--- src/sv/vsp_pkg.sv ---
// ----------------------------------------------------------------------------
// vsp_pkg
// Shared codes, widths and controller/datapath interface types for the
// variant selection policy block.
// ----------------------------------------------------------------------------
package vsp_pkg;

  // Selection modes (codes 6 and 7 fall back to the first variant)
  localparam logic [2:0] MODE_FIRST       = 3'd0;
  localparam logic [2:0] MODE_RANDOM      = 3'd1;
  localparam logic [2:0] MODE_NO_REPEAT   = 3'd2;
  localparam logic [2:0] MODE_WEIGHTED    = 3'd3;
  localparam logic [2:0] MODE_SHUFFLE     = 3'd4;
  localparam logic [2:0] MODE_ROUND_ROBIN = 3'd5;

  // Configuration register indexes
  localparam int CFG_INDEX_W = 2;
  localparam logic [CFG_INDEX_W-1:0] REG_SELECT_MODE   = 2'd0;
  localparam logic [CFG_INDEX_W-1:0] REG_VARIANT_TOTAL = 2'd1;
  localparam logic [CFG_INDEX_W-1:0] REG_WEIGHTS_LOW   = 2'd2;
  localparam logic [CFG_INDEX_W-1:0] REG_WEIGHTS_HIGH  = 2'd3;

  // Fixed field and datapath widths
  localparam int RAND_W     = 16;
  localparam int SLOT_W     = 8;
  localparam int LANES      = 16;
  localparam int DIV_W      = 12;  // holds 16 weights of 8 bits summed
  localparam logic [LANES-1:0] ALL_BITS = 16'hFFFF;

  // Controller to datapath commands
  typedef struct packed {
    logic load;
    logic prep;
    logic sum_step;
    logic div_set;
    logic div_step;
    logic scan_step;
    logic emit;
  } vsp_cmd_t;

  // Datapath to controller status
  typedef struct packed {
    logic [2:0] mode;
    logic       cnt_last;
    logic       div_last;
    logic       scan_hit;
    logic       div_zero;
  } vsp_status_t;

endpackage

--- src/sv/vsp_ctrl.sv ---
// ----------------------------------------------------------------------------
// vsp_ctrl
// Sequencer for one request: prepare, sum, divide, scan, then hand the
// result beat to the output register.
// ----------------------------------------------------------------------------
module vsp_ctrl import vsp_pkg::*; (
  input  logic        clk,
  input  logic        rst,
  input  logic        in_valid,
  output logic        in_stall,
  output logic        out_valid,
  input  logic        out_stall,
  input  vsp_status_t sts,
  output vsp_cmd_t    cmd
);

  typedef enum logic [2:0] {
    S_IDLE,
    S_PREP,
    S_SUM,
    S_DIVSET,
    S_DIV,
    S_SCAN,
    S_FINISH
  } state_t;

  state_t state;
  state_t state_next;
  logic   out_valid_next;
  logic   scan_mode;
  logic   div_mode;

  assign scan_mode = (sts.mode inside {MODE_WEIGHTED, MODE_SHUFFLE});
  assign div_mode  = (sts.mode inside {MODE_RANDOM, MODE_NO_REPEAT});
  assign in_stall  = (state != S_IDLE);

  // Sequence the phases and issue one command set per cycle
  always_comb begin
    cmd        = '0;
    state_next = state;
    case (state)
      S_IDLE: begin
        if (in_valid) begin
          cmd.load   = 1'b1;
          state_next = S_PREP;
        end
      end
      S_PREP: begin
        cmd.prep = 1'b1;
        if (scan_mode) begin
          state_next = S_SUM;
        end else if (div_mode) begin
          state_next = S_DIVSET;
        end else begin
          state_next = S_FINISH;
        end
      end
      S_SUM: begin
        cmd.sum_step = 1'b1;
        if (sts.cnt_last) begin
          state_next = S_DIVSET;
        end
      end
      S_DIVSET: begin
        cmd.div_set = 1'b1;
        state_next  = sts.div_zero ? S_FINISH : S_DIV;
      end
      S_DIV: begin
        cmd.div_step = 1'b1;
        if (sts.div_last) begin
          state_next = scan_mode ? S_SCAN : S_FINISH;
        end
      end
      S_SCAN: begin
        cmd.scan_step = 1'b1;
        if (sts.scan_hit || sts.cnt_last) begin
          state_next = S_FINISH;
        end
      end
      S_FINISH: begin
        if (!out_valid || !out_stall) begin
          cmd.emit   = 1'b1;
          state_next = S_IDLE;
        end
      end
      default: begin
        state_next = S_IDLE;
      end
    endcase
  end

  // Hold the output beat until taken, load it on emit
  always_comb begin
    out_valid_next = out_valid;
    if (cmd.emit) begin
      out_valid_next = 1'b1;
    end else if (out_valid && !out_stall) begin
      out_valid_next = 1'b0;
    end
  end

  always_ff @(posedge clk) begin
    if (rst) begin
      state     <= S_IDLE;
      out_valid <= 1'b0;
    end else begin
      state     <= state_next;
      out_valid <= out_valid_next;
    end
  end

endmodule

--- src/sv/vsp_dpath.sv ---
// ----------------------------------------------------------------------------
// vsp_dpath
// Configuration registers, selection state, serial weight/candidate
// accumulator, bit-serial restoring divider and serial scan unit.
// ----------------------------------------------------------------------------
module vsp_dpath import vsp_pkg::*; #(
  parameter int MAX_VARIANTS = 16,
  parameter int WEIGHT_BITS  = 8
) (
  input  logic                   clk,
  input  logic                   rst,
  input  logic                   cfg_write,
  input  logic [CFG_INDEX_W-1:0] cfg_index,
  input  logic [63:0]            cfg_data,
  input  logic [RAND_W-1:0]      random_value,
  input  logic [4:0]             previous_choice,
  output logic [3:0]             chosen_index,
  output logic                   weight_error,
  input  vsp_cmd_t               cmd,
  output vsp_status_t            sts
);

  localparam logic [SLOT_W-1:0] WMASK =
    (WEIGHT_BITS >= SLOT_W) ? {SLOT_W{1'b1}} : SLOT_W'((1 << WEIGHT_BITS) - 1);
  localparam logic [4:0] MAX_N = 5'(MAX_VARIANTS);

  // Configuration and persistent state
  logic [2:0]       select_mode;
  logic [4:0]       variant_total;
  logic [63:0]      weights_low;
  logic [63:0]      weights_high;
  logic [4:0]       rotation_pointer;
  logic [LANES-1:0] bag_remaining;

  // Per-request working registers
  logic [RAND_W-1:0] rand_lat;
  logic [4:0]        prev_lat;
  logic [LANES-1:0]  cand;
  logic [DIV_W-1:0]  acc;
  logic [DIV_W-1:0]  divisor;
  logic [DIV_W-1:0]  rem;
  logic [RAND_W-1:0] dividend;
  logic [3:0]        div_cnt;
  logic [3:0]        cnt;
  logic [3:0]        res_idx;
  logic              res_err;

  // Combinational helpers
  logic [4:0]        n_act;
  logic [127:0]      weights_all;
  logic [SLOT_W-1:0] slot;
  logic [SLOT_W-1:0] term;
  logic              adj;
  logic [DIV_W-1:0]  div_sel;
  logic [DIV_W:0]    trial;
  logic [DIV_W-1:0]  rem_next;
  logic [3:0]        rnd_idx;
  logic [LANES-1:0]  lane_mask;
  logic [LANES-1:0]  bag_masked;
  logic              refill;
  logic [LANES-1:0]  bag_new;
  logic              excl;
  logic [LANES-1:0]  cand_new;
  logic [3:0]        rr_idx;

  // Clamp the variant count to 1..MAX_VARIANTS
  always_comb begin
    if (variant_total == 5'd0) begin
      n_act = 5'd1;
    end else if (variant_total > MAX_N) begin
      n_act = MAX_N;
    end else begin
      n_act = variant_total;
    end
  end

  // Select the term of the current variant: weight or candidate bit
  assign weights_all = {weights_high, weights_low};
  assign slot        = weights_all[{cnt, 3'b000} +: SLOT_W];
  assign term        = (select_mode == MODE_SHUFFLE) ? {{(SLOT_W-1){1'b0}}, cand[cnt]}
                                                     : (slot & WMASK);

  // Pick the divisor for this request
  assign adj = (n_act >= 5'd2) && (prev_lat < n_act);
  always_comb begin
    case (select_mode)
      MODE_RANDOM:    div_sel = DIV_W'(n_act);
      MODE_NO_REPEAT: div_sel = adj ? DIV_W'(n_act - 5'd1) : DIV_W'(n_act);
      default:        div_sel = acc;
    endcase
  end

  // One restoring division step per cycle
  assign trial    = {rem, dividend[RAND_W-1]};
  assign rem_next = (trial >= {1'b0, divisor}) ? DIV_W'(trial - {1'b0, divisor})
                                               : trial[DIV_W-1:0];

  // Skip past the previous choice in no-repeat mode
  always_comb begin
    rnd_idx = rem_next[3:0];
    if ((select_mode == MODE_NO_REPEAT) && adj && (rem_next >= DIV_W'(prev_lat))) begin
      rnd_idx = rem_next[3:0] + 4'd1;
    end
  end

  // Refill the bag when empty and drop the previous choice right after refill
  assign lane_mask  = ~(ALL_BITS << n_act);
  assign bag_masked = bag_remaining & lane_mask;
  assign refill     = (bag_masked == '0);
  assign bag_new    = refill ? lane_mask : bag_masked;
  assign excl       = refill && (n_act > 5'd1) && (prev_lat < n_act);
  assign cand_new   = excl ? (bag_new & ~(LANES'(1) << prev_lat[3:0])) : bag_new;

  // Round-robin pick
  assign rr_idx = (rotation_pointer < n_act) ? rotation_pointer[3:0] : 4'd0;

  // Status for the controller
  assign sts.mode     = select_mode;
  assign sts.cnt_last = ({1'b0, cnt} == (n_act - 5'd1));
  assign sts.div_last = (div_cnt == 4'hF);
  assign sts.scan_hit = (rem < DIV_W'(term));
  assign sts.div_zero = (div_sel == '0);

  // Configuration and persistent selection state
  always_ff @(posedge clk) begin
    if (rst) begin
      select_mode      <= MODE_FIRST;
      variant_total    <= 5'd1;
      weights_low      <= '0;
      weights_high     <= '0;
      rotation_pointer <= '0;
      bag_remaining    <= '0;
    end else begin
      if (cfg_write) begin
        case (cfg_index)
          REG_SELECT_MODE:   select_mode   <= cfg_data[2:0];
          REG_VARIANT_TOTAL: variant_total <= cfg_data[4:0];
          REG_WEIGHTS_LOW:   weights_low   <= cfg_data;
          REG_WEIGHTS_HIGH:  weights_high  <= cfg_data;
          default: ;
        endcase
      end
      if (cmd.prep && (select_mode == MODE_SHUFFLE)) begin
        bag_remaining <= bag_new;
      end
      if (cmd.prep && (select_mode == MODE_ROUND_ROBIN)) begin
        rotation_pointer <= {1'b0, rr_idx} + 5'd1;
      end
      if (cmd.scan_step && sts.scan_hit && (select_mode == MODE_SHUFFLE)) begin
        bag_remaining[cnt] <= 1'b0;
      end
    end
  end

  // Working registers and output beat
  always_ff @(posedge clk) begin
    if (cmd.load) begin
      rand_lat <= random_value;
      prev_lat <= previous_choice;
    end
    if (cmd.prep) begin
      acc     <= '0;
      cnt     <= '0;
      res_err <= 1'b0;
      res_idx <= (select_mode == MODE_ROUND_ROBIN) ? rr_idx : 4'd0;
      cand    <= cand_new;
    end
    if (cmd.sum_step) begin
      acc <= acc + DIV_W'(term);
      cnt <= cnt + 4'd1;
    end
    if (cmd.div_set) begin
      divisor  <= div_sel;
      rem      <= '0;
      dividend <= rand_lat;
      div_cnt  <= '0;
      cnt      <= '0;
      res_err  <= sts.div_zero && (select_mode == MODE_WEIGHTED);
    end
    if (cmd.div_step) begin
      rem      <= rem_next;
      dividend <= dividend << 1;
      div_cnt  <= div_cnt + 4'd1;
      if (sts.div_last && (select_mode inside {MODE_RANDOM, MODE_NO_REPEAT})) begin
        res_idx <= rnd_idx;
      end
    end
    if (cmd.scan_step) begin
      cnt <= cnt + 4'd1;
      if (sts.scan_hit) begin
        res_idx <= cnt;
      end else begin
        rem <= rem - DIV_W'(term);
      end
    end
    if (cmd.emit) begin
      chosen_index <= res_idx;
      weight_error <= res_err;
    end
  end

endmodule

--- src/sv/variant_selection_policy.sv ---
// ----------------------------------------------------------------------------
// variant_selection_policy
// Picks one of up to MAX_VARIANTS variants per request from a random draw,
// by first, random, no-repeat, weighted, shuffle-bag or round-robin mode.
// ----------------------------------------------------------------------------
// Sequence: first/round robin load, prepare and finish; random modes add the 16-step divider;
//   weighted/shuffle also add a serial sum and scan over n (the scan stops at the hit).
// Throughput: one request at a time; the next is taken once the result is in
//   the output register, so the serial sum, the divider, the scan and output stalls set the rate.
// Reset: synchronous; mode 0, one variant, zero weights, pointer and bag cleared.
module variant_selection_policy import vsp_pkg::*; #(
  parameter int MAX_VARIANTS = 16,
  parameter int WEIGHT_BITS  = 8
) (
  input  logic                   clk,
  input  logic                   rst,
  input  logic                   in_valid,
  output logic                   in_stall,
  input  logic [RAND_W-1:0]      random_value,
  input  logic [4:0]             previous_choice,
  output logic                   out_valid,
  input  logic                   out_stall,
  output logic [3:0]             chosen_index,
  output logic                   weight_error,
  input  logic                   cfg_valid,
  output logic                   cfg_ready,
  input  logic [CFG_INDEX_W-1:0] cfg_index,
  input  logic [63:0]            cfg_data
);

  vsp_cmd_t    cmd;
  vsp_status_t sts;

  // Take configuration beats at any time
  assign cfg_ready = 1'b1;

  vsp_ctrl u_ctrl (
    .clk       (clk),
    .rst       (rst),
    .in_valid  (in_valid),
    .in_stall  (in_stall),
    .out_valid (out_valid),
    .out_stall (out_stall),
    .sts       (sts),
    .cmd       (cmd)
  );

  vsp_dpath #(
    .MAX_VARIANTS (MAX_VARIANTS),
    .WEIGHT_BITS  (WEIGHT_BITS)
  ) u_dpath (
    .clk             (clk),
    .rst             (rst),
    .cfg_write       (cfg_valid && cfg_ready),
    .cfg_index       (cfg_index),
    .cfg_data        (cfg_data),
    .random_value    (random_value),
    .previous_choice (previous_choice),
    .chosen_index    (chosen_index),
    .weight_error    (weight_error),
    .cmd             (cmd),
    .sts             (sts)
  );

endmodule

--- config.mk ---
export PLATFORM = sky130hd
export DESIGN_NAME = variant_selection_policy
export DESIGN_NICKNAME = d
export VERILOG_FILES = /design/src/sv/vsp_pkg.sv /design/src/sv/vsp_ctrl.sv /design/src/sv/vsp_dpath.sv /design/src/sv/variant_selection_policy.sv
export SDC_FILE = /design/constraint.sdc
export NUM_CORES = 1
export LEC_CHECK = 0
export ABC_AREA = 1
export BUFFER_PORTS_ARGS = -buffer_cell sky130_fd_sc_hd__buf_4
export CELL_PAD_IN_SITES_DETAIL_PLACEMENT = 0
export CELL_PAD_IN_SITES_GLOBAL_PLACEMENT = 1
export CORE_ASPECT_RATIO = 1.75
export CORE_MARGIN = 8
export CORE_UTILIZATION = 50
export CTS_BUF_LIST = sky130_fd_sc_hd__clkbuf_8
export CTS_CLUSTER_DIAMETER = 100
export DETAILED_ROUTE_END_ITERATION = 6
export GPL_TIMING_DRIVEN = 0
export PLACE_DENSITY_LB_ADDON = 0.05
export SLEW_MARGIN = 20
export SYNTH_ARGS = -nofsm -noshare
export SYNTH_HDL_FRONTEND = slang
export SYNTH_SLANG_ARGS = --single-unit
--- constraint.sdc ---
create_clock -name clk -period 11.2 [get_ports clk]
set_input_delay 1.68 -clock clk [delete_from_list [all_inputs] [get_ports clk]]
set_output_delay 1.68 -clock clk [all_outputs]
set_load 0.02 [all_outputs]
==> out/results.ini, run 1 <==
[outcome]
status = finished clean

[critical_path]
cp_max_fo = 10
worstPathRequired_ps = 11500
crit_path_cell_trace = clkbuf_1 -> clkbuf_1 -> o21ai_0 -> o22ai_1 -> a21oi_1 -> a22oi_1 -> ha_1 -> inv_1 -> fa_1 -> o31ai_1 -> inv_1 -> o21ai_0 -> a21oi_1 -> o21bai_1 -> nand3_1 -> nand2_1 -> a21oi_1
crit_arrival_ps = 5530
cpMostUsedCell = a21oi_1
start_kind = flip-flop
cpMaxStageDelayCell = clkbuf_1
slowest_delay_ps = 570
worstSetupEndpointType = flip-flop
path_class = reg2reg

[detailed_routing]
num_vias = 13309
ant_nets = 0
drc_errors = 0
drt_iter0_drc = 809
routedWlPerCell_um = 19.55
firstDrtPassIters = 5
wirelength_um = 47230
viasPerCell = 5.509

[logic_synthesis]
syn_area_um2 = 14210
synth-edff-count = 90
synth_area_leader_cell = dfxtp_1
synth_area_per_cell_um2 = 7.607
synth_ff_type = dfxtp_1
ys_ff_latch = 268
synth_nets = 2017
synth_top_area_share = 0.2508
async_flop_share = 0
syn_inst = 1868
synth_cell_types = 56
yosysSeqAreaShare = 0.4410
synth_area_leaders = dfxtp_1 (25%), edfxtp_1 (19%), o21ai_0 (9.4%), nor2_1 (6.9%), a21oi_1 (6.7%)
synth.yosys.warnings = 0

[place]
dp.final_hpwl_um = 37340
place_congestion = 0.9689
io_buffer_count = 98

[clock_tree]
cts_resized = 0
cts_buffers = 41
clkSinkCount = 268
root_buffer = clkbuf_8
post-cts-setup-buffer-count = 0
clockBufferDepth = 3
holdBufCountCts = 0
path_clk_slew_ps = 70
cts_tree = done
htree_levels = 2
insertion_delay_ps = 590

[grt]
grt_pass1_vias = 13403
grt_use_total = 0.2781
grt_start_max_net_pins = 23
antenna_found_initial = 0
grt_overflow = 0
grt_pass1_wl_um = 72780

[die]
pin_count = 100
dieArea_um2 = 34280
fp-row-count = 81
die_x_um = 143.4
core_um2 = 27970
start_util = 0.5080
fp.dieH_um = 239.0

[pwr]
clkPwrFrac = 0.228
ir_drop_mv = 0.1367
power_w = 0.003839
internal_power_w = 0.002189
switching_power_w = 0.001650
seqPwrFrac = 0.337
power.density_nw_per_um2 = 235.5
p_sw_frac = 0.4298
p_leak_nw = 6.989
p_comb_frac = 0.435

[layout]
final_common_cell = o21ai_0
num-nets-final = 2159
drive_gt1_frac = 0.1072
layout_common_cells = o21ai_0 (266), nor2_1 (259), inv_1 (233)
antenna_cells = 0
n_fill_cell = 2803
area_growth_syn_to_layout_pct = 14.74

[sta]
finalClockSkew_ps = 32.29
relSlewSlack = 0.3660
fin_crit_ps = 5230
fmax_mhz = 191.2
hold_viol = 0
rsz0062_at_grt = no
tightest_slew_ps = 948.8
finalMaxSlewViolations = 0
tns_ps = 0
finalSetupViolations = 0
fin_crit_sh = 0.4670

[flow_run]
cap_violations = 0

[worst_hold_path]
hold_path.class = reg2reg

==> cells in the mapped netlist (10+ instances only) <==
master,number
o21ai_0,266
nor2_1,260
inv_1,225
nand2_1,220
a21oi_1,191
dfxtp_1,178
edfxtp_1,90
clkbuf_1,75
ha_1,54
nand3_1,52
nand4_1,40
a22o_1,29
nor3_1,27
o22ai_1,23
o21ai_1,15
xor2_1,10
==> power by group through the flow <==
| stage | sequential, W | combinational, W | clock (W) |
|---|---|---|---|
| 2_1_floorplan | 0.00128 | 0.00115 | 0 |
| 3_3_place_gp | 0.00131 | 0.00163 | 0 |
| 3_5_place_dp | 0.00131 | 0.00165 | 0 |
| 4_1_cts | 0.00129 | 0.00166 | 0.000888 |
| 5_1_grt | 0.00131 | 0.00185 | 0.000928 |
| 6_report | 0.00129 | 0.00167 | 0.000874 |
==> through the flow <==
| step | utilization | area, um^2 | hold WS, ps | worst slack [ps] | instances |
|---|---|---|---|---|---|
| after floorplan | - | 14210 | 400.3 | 7459 | 1868 |
| after global routing | 0.5829 | 16300 | 426.7 | 5656 | 2416 |
| final | 0.5829 | 16300 | 434.5 | 5970 | 2416 |
| after detailed placement | 0.5515 | 15430 | 409.8 | 5979 | 2340 |
| after CTS | 0.5827 | 16300 | 424.6 | 5962 | 2416 |
| after global placement | 0.5510 | 15410 | 415.2 | 6061 | 2339 |
==> registers in the layout, summed over array words and instances (netlist names), 12 cells and up <==
signal	cells
u_dpath.dividend	16
u_dpath.divisor	12
u_dpath.rand_lat	16
u_dpath.rem	12
u_dpath.bag_remaining	16
u_dpath.acc	12
u_dpath.weights_high	64
u_dpath.cand	16
u_dpath.weights_low	64
==> per-layer routing <==
layer | up-vias | global-route usage | wire, um
met5 | - | 0 | 0
met4 | 0 | 0.1710 | 2901
met3 | 142 | 0.03259 | 1989
met2 | 401 | 0.5308 | 25640
met1 | 6173 | 0.2775 | 16700
li1 | 6593 | - | -
==> critical path, delay by kind of cell, from the launching register on <==
kind            cells  cell delay, ps
compound gates      9            2280
buf+inv             4            1260
fa+ha+maj           2             640
flops               1             560
simple gates        2             180
==> path summary, 6_finish.rpt <==
| path | from | cells past startpoint | slack, ps | endpoint |
|---|---|---|---|---|
| worst max-delay path | u_dpath.cnt[1] | 17 | 5970 | u_dpath.acc[10] |
| worst min-delay path | u_dpath.res_err | 0 | 430 | u_dpath.weight_error |
| worst max register to register | u_dpath.cnt[1] | 17 | 5970 | u_dpath.acc[10] |
| worst min register to register | u_dpath.res_err | 0 | 430 | u_dpath.weight_error |
==> logic make-up after synthesis <==
logic type                 after synthesis  synth area share
AOI/OAI and AO/OA                      562            0.2159
xor gates and xnor gates                16          0.009861
adders and majority gates               57           0.05177
buffers and inverters                  332           0.09157
DFF                                    268            0.4410
other                                    1         0.0002639
and+or+nand+nor                        632            0.1897
==> layout make-up <==
| cell class | instances | area (um^2) | area share |
|---|---|---|---|
| clock buffer | 50 | 688.2 | 0.04221 |
| clock inverter | 26 | 183.9 | 0.01128 |
| multi-input combinational | 1268 | 6650 | 0.4079 |
| tap | 373 | 466.7 | 0.02862 |
| timing repair buffer | 99 | 747.0 | 0.04581 |
| sequential | 268 | 6266 | 0.3843 |
| buffer | 92 | 400.4 | 0.02456 |
| inverter | 240 | 902.1 | 0.05533 |
No activity file was read; power rests on OpenSTA's default activity.
==> run 2, diff against run 1 <==
CORE_UTILIZATION = 47   (was 50)
clock period = 5.1 ns   (was 11.2 ns; I/O delays follow)
==> run 2 against run 1 <==
  * Utilization is 3.7 points lower
  * Total power is 120% higher
  * Critical path depth is 2 lower
  * Clock power is 120% higher
  * Largest cell class unchanged
  * Highest routed layer unchanged
==> out/results.ini, run 2 (synthesis gave the netlist of run 1 again) <==
[place]
dp.final_hpwl_um = 38590  ; +3.3%
io_buffer_count = 98  ; unchanged
placed_cell_area_um2 = 15450  ; +0.15%
post-place-ws_ps = -144.7  ; -6124 ps
place_congestion = 0.9371  ; -3.3%

[clock_tree]
path_clk_slew_ps = 70  ; about the same
htree_levels = 2  ; unchanged
holdBufCountCts = 0  ; unchanged
clkSinkCount = 268  ; unchanged
cts_tree = done
clockBufferDepth = 3  ; unchanged
root_buffer = clkbuf_8
insertion_delay_ps = 620  ; +30 ps
cts_buffers = 43  ; +4.9%

[layout]
largest_registers = u_dpath.weights_high (64), u_dpath.weights_low (64)
final_util = 0.5460  ; -0.03690
num-nets-final = 2160  ; +0.046%
antenna_cells = 0  ; unchanged
drive_gt1_frac = 0.1100  ; +0.002829
final_common_cell = o21ai_0
layout_common_cells = o21ai_0 (266), nor2_1 (258), inv_1 (236)
n_fill_cell = 3073  ; +9.6%
area_growth_syn_to_layout_pct = 15.09
fin_area_um2 = 16350  ; +0.31%

[sta]
finalWorstSetupSlack_ps = 187.3  ; -5782 ps
fmax_mhz = 203.6  ; +6.5%
finalSetupViolations = 0  ; unchanged
hold_viol = 0  ; unchanged
finalMaxSlewViolations = 0  ; unchanged
fin_crit_sh = 0.9633  ; +0.4963
fin_crit_ps = 4913  ; -317.6 ps
relSlewSlack = 0.3702  ; +0.004260
tightest_slew_ps = 942.4  ; -6.374 ps
fin_hold_ws_ps = 344.5  ; -90.03 ps
finalClockSkew_ps = 41.36  ; +9.077 ps
rsz0062_at_grt = no

[grt]
grt_overflow = 0  ; unchanged
grt_start_max_net_pins = 23  ; unchanged
grt_use_total = 0.2671  ; -0.01106
grt_pass1_vias = 13471  ; +0.51%
antenna_found_initial = 0  ; unchanged
grt_pass1_wl_um = 74440  ; +2.3%

[die]
dieArea_um2 = 36270  ; +5.8%
start_util = 0.4744  ; -0.03361
pin_count = 100  ; unchanged
fp.dieH_um = 246.0  ; +2.9%
die_x_um = 147.4  ; +2.8%
fp-row-count = 84  ; +3.7%
core_um2 = 29950  ; +7.1%

[critical_path]
worstSetupEndpointType = flip-flop
cp_max_fo = 10  ; unchanged
crit_arrival_ps = 5390  ; -140 ps
worstPathRequired_ps = 5570  ; -5930 ps
start_kind = flip-flop
path_class = reg2reg

[detailed_routing]
drc_errors = 0  ; unchanged
num_vias = 13354  ; +0.34%
drt_iter0_drc = 792  ; -2.1%
routedWlPerCell_um = 20.18  ; +3.3%
firstDrtPassIters = 5  ; unchanged
ant_nets = 0  ; unchanged
viasPerCell = 5.491  ; -0.32%
wirelength_um = 49090  ; +3.9%

[pwr]
p_leak_nw = 7.031  ; +0.61%
power_w = 0.008508  ; +120%
ir_drop_mv = 0.2587  ; +89%
power.density_nw_per_um2 = 520.2  ; +120%

[flow_run]
cap_violations = 0  ; unchanged

[outcome]
status = finished clean

[worst_hold_path]
hold_path.class = in2reg

[run 2: cell types whose count changed in the layout (fill, tap and decap cells not counted), sizes merged]
cell,previous run,this run
clkinvlp,3,0
clkinv,19,17
clkbuf,125,130
bufinv,2,1
buf,116,114
inv,242,247
[run 2: layer usage]
| layer | vias to the layer above | GRT usage | part of all wire |
|---|---|---|---|
| met4 | 0 | 0.1778 | 0.068 |
| met5 | - | 0 | 0 |
| met1 | 6158 | 0.2610 | 0.36 |
| met2 | 444 | 0.5087 | 0.53 |
| li1 | 6589 | - | - |
| met3 | 163 | 0.03895 | 0.041 |
[run 2: final timing paths]
path | startpoint | to | slack (ps) | depth (start not counted)
setup / recovery | u_dpath.cnt[0] | u_dpath.bag_remaining[4] | 190 | 15
setup reg to reg | u_dpath.cnt[0] | u_dpath.bag_remaining[4] | 190 | 15
hold / removal | random_value[13] | u_dpath.rand_lat[13] | 340 | 1
hold reg to reg | u_dpath.res_err | u_dpath.weight_error | 420 | 0
[run 2: repair_timing]
| item | 4_1_cts | 5_1_grt |
|---|---|---|
| gates cloned | 0 | 0 |
| buffers inserted | 0 | 0 |
| pin swaps | 0 | 0 |
| endpoints found under the setup margin | 3 | 12 |
| gates resized for setup | 2 | 7 |
[run 2: through the flow]
stage | std cells | TNS (ps)
2_1_floorplan | 1868 | 0
3_3_place_gp | 2353 | -118.1
3_5_place_dp | 2354 | -206.1
4_1_cts | 2432 | 0
5_1_grt | 2432 | 0
6_report | 2432 | 0
[run 2: critical path: stages (launching register included)]
cell	delay [ps]
edfxtp_1	560
clkbuf_1	390
o21ai_0	730
nand2_1	160
a22o_1	230
o21ai_0	540
ha_1	390
a21oi_1	130
o21ai_0	120
a21oi_2	170
nand3_1	180
nor2_2	430
nand2_2	220
buf_2	270
nor3_1	180
nor2_1	70
[run 2: where the power goes]
part	switching, W	internal [W]
combinational	0.00253	0.00119
clock	0.000921	0.00102
sequential	0.000220	0.00263
[run 2: layout make-up]
cell class | instances | area [um^2] | share of cell area
timing repair buffer | 99 | 747.0 | 0.04567
buffer | 91 | 404.1 | 0.02471
sequential | 268 | 6266 | 0.3831
inverter | 240 | 902.1 | 0.05516
clock inverter | 25 | 150.1 | 0.009181
clock buffer | 54 | 743.2 | 0.04544
tap | 387 | 484.2 | 0.02961
multi-input combinational | 1268 | 6658 | 0.4071
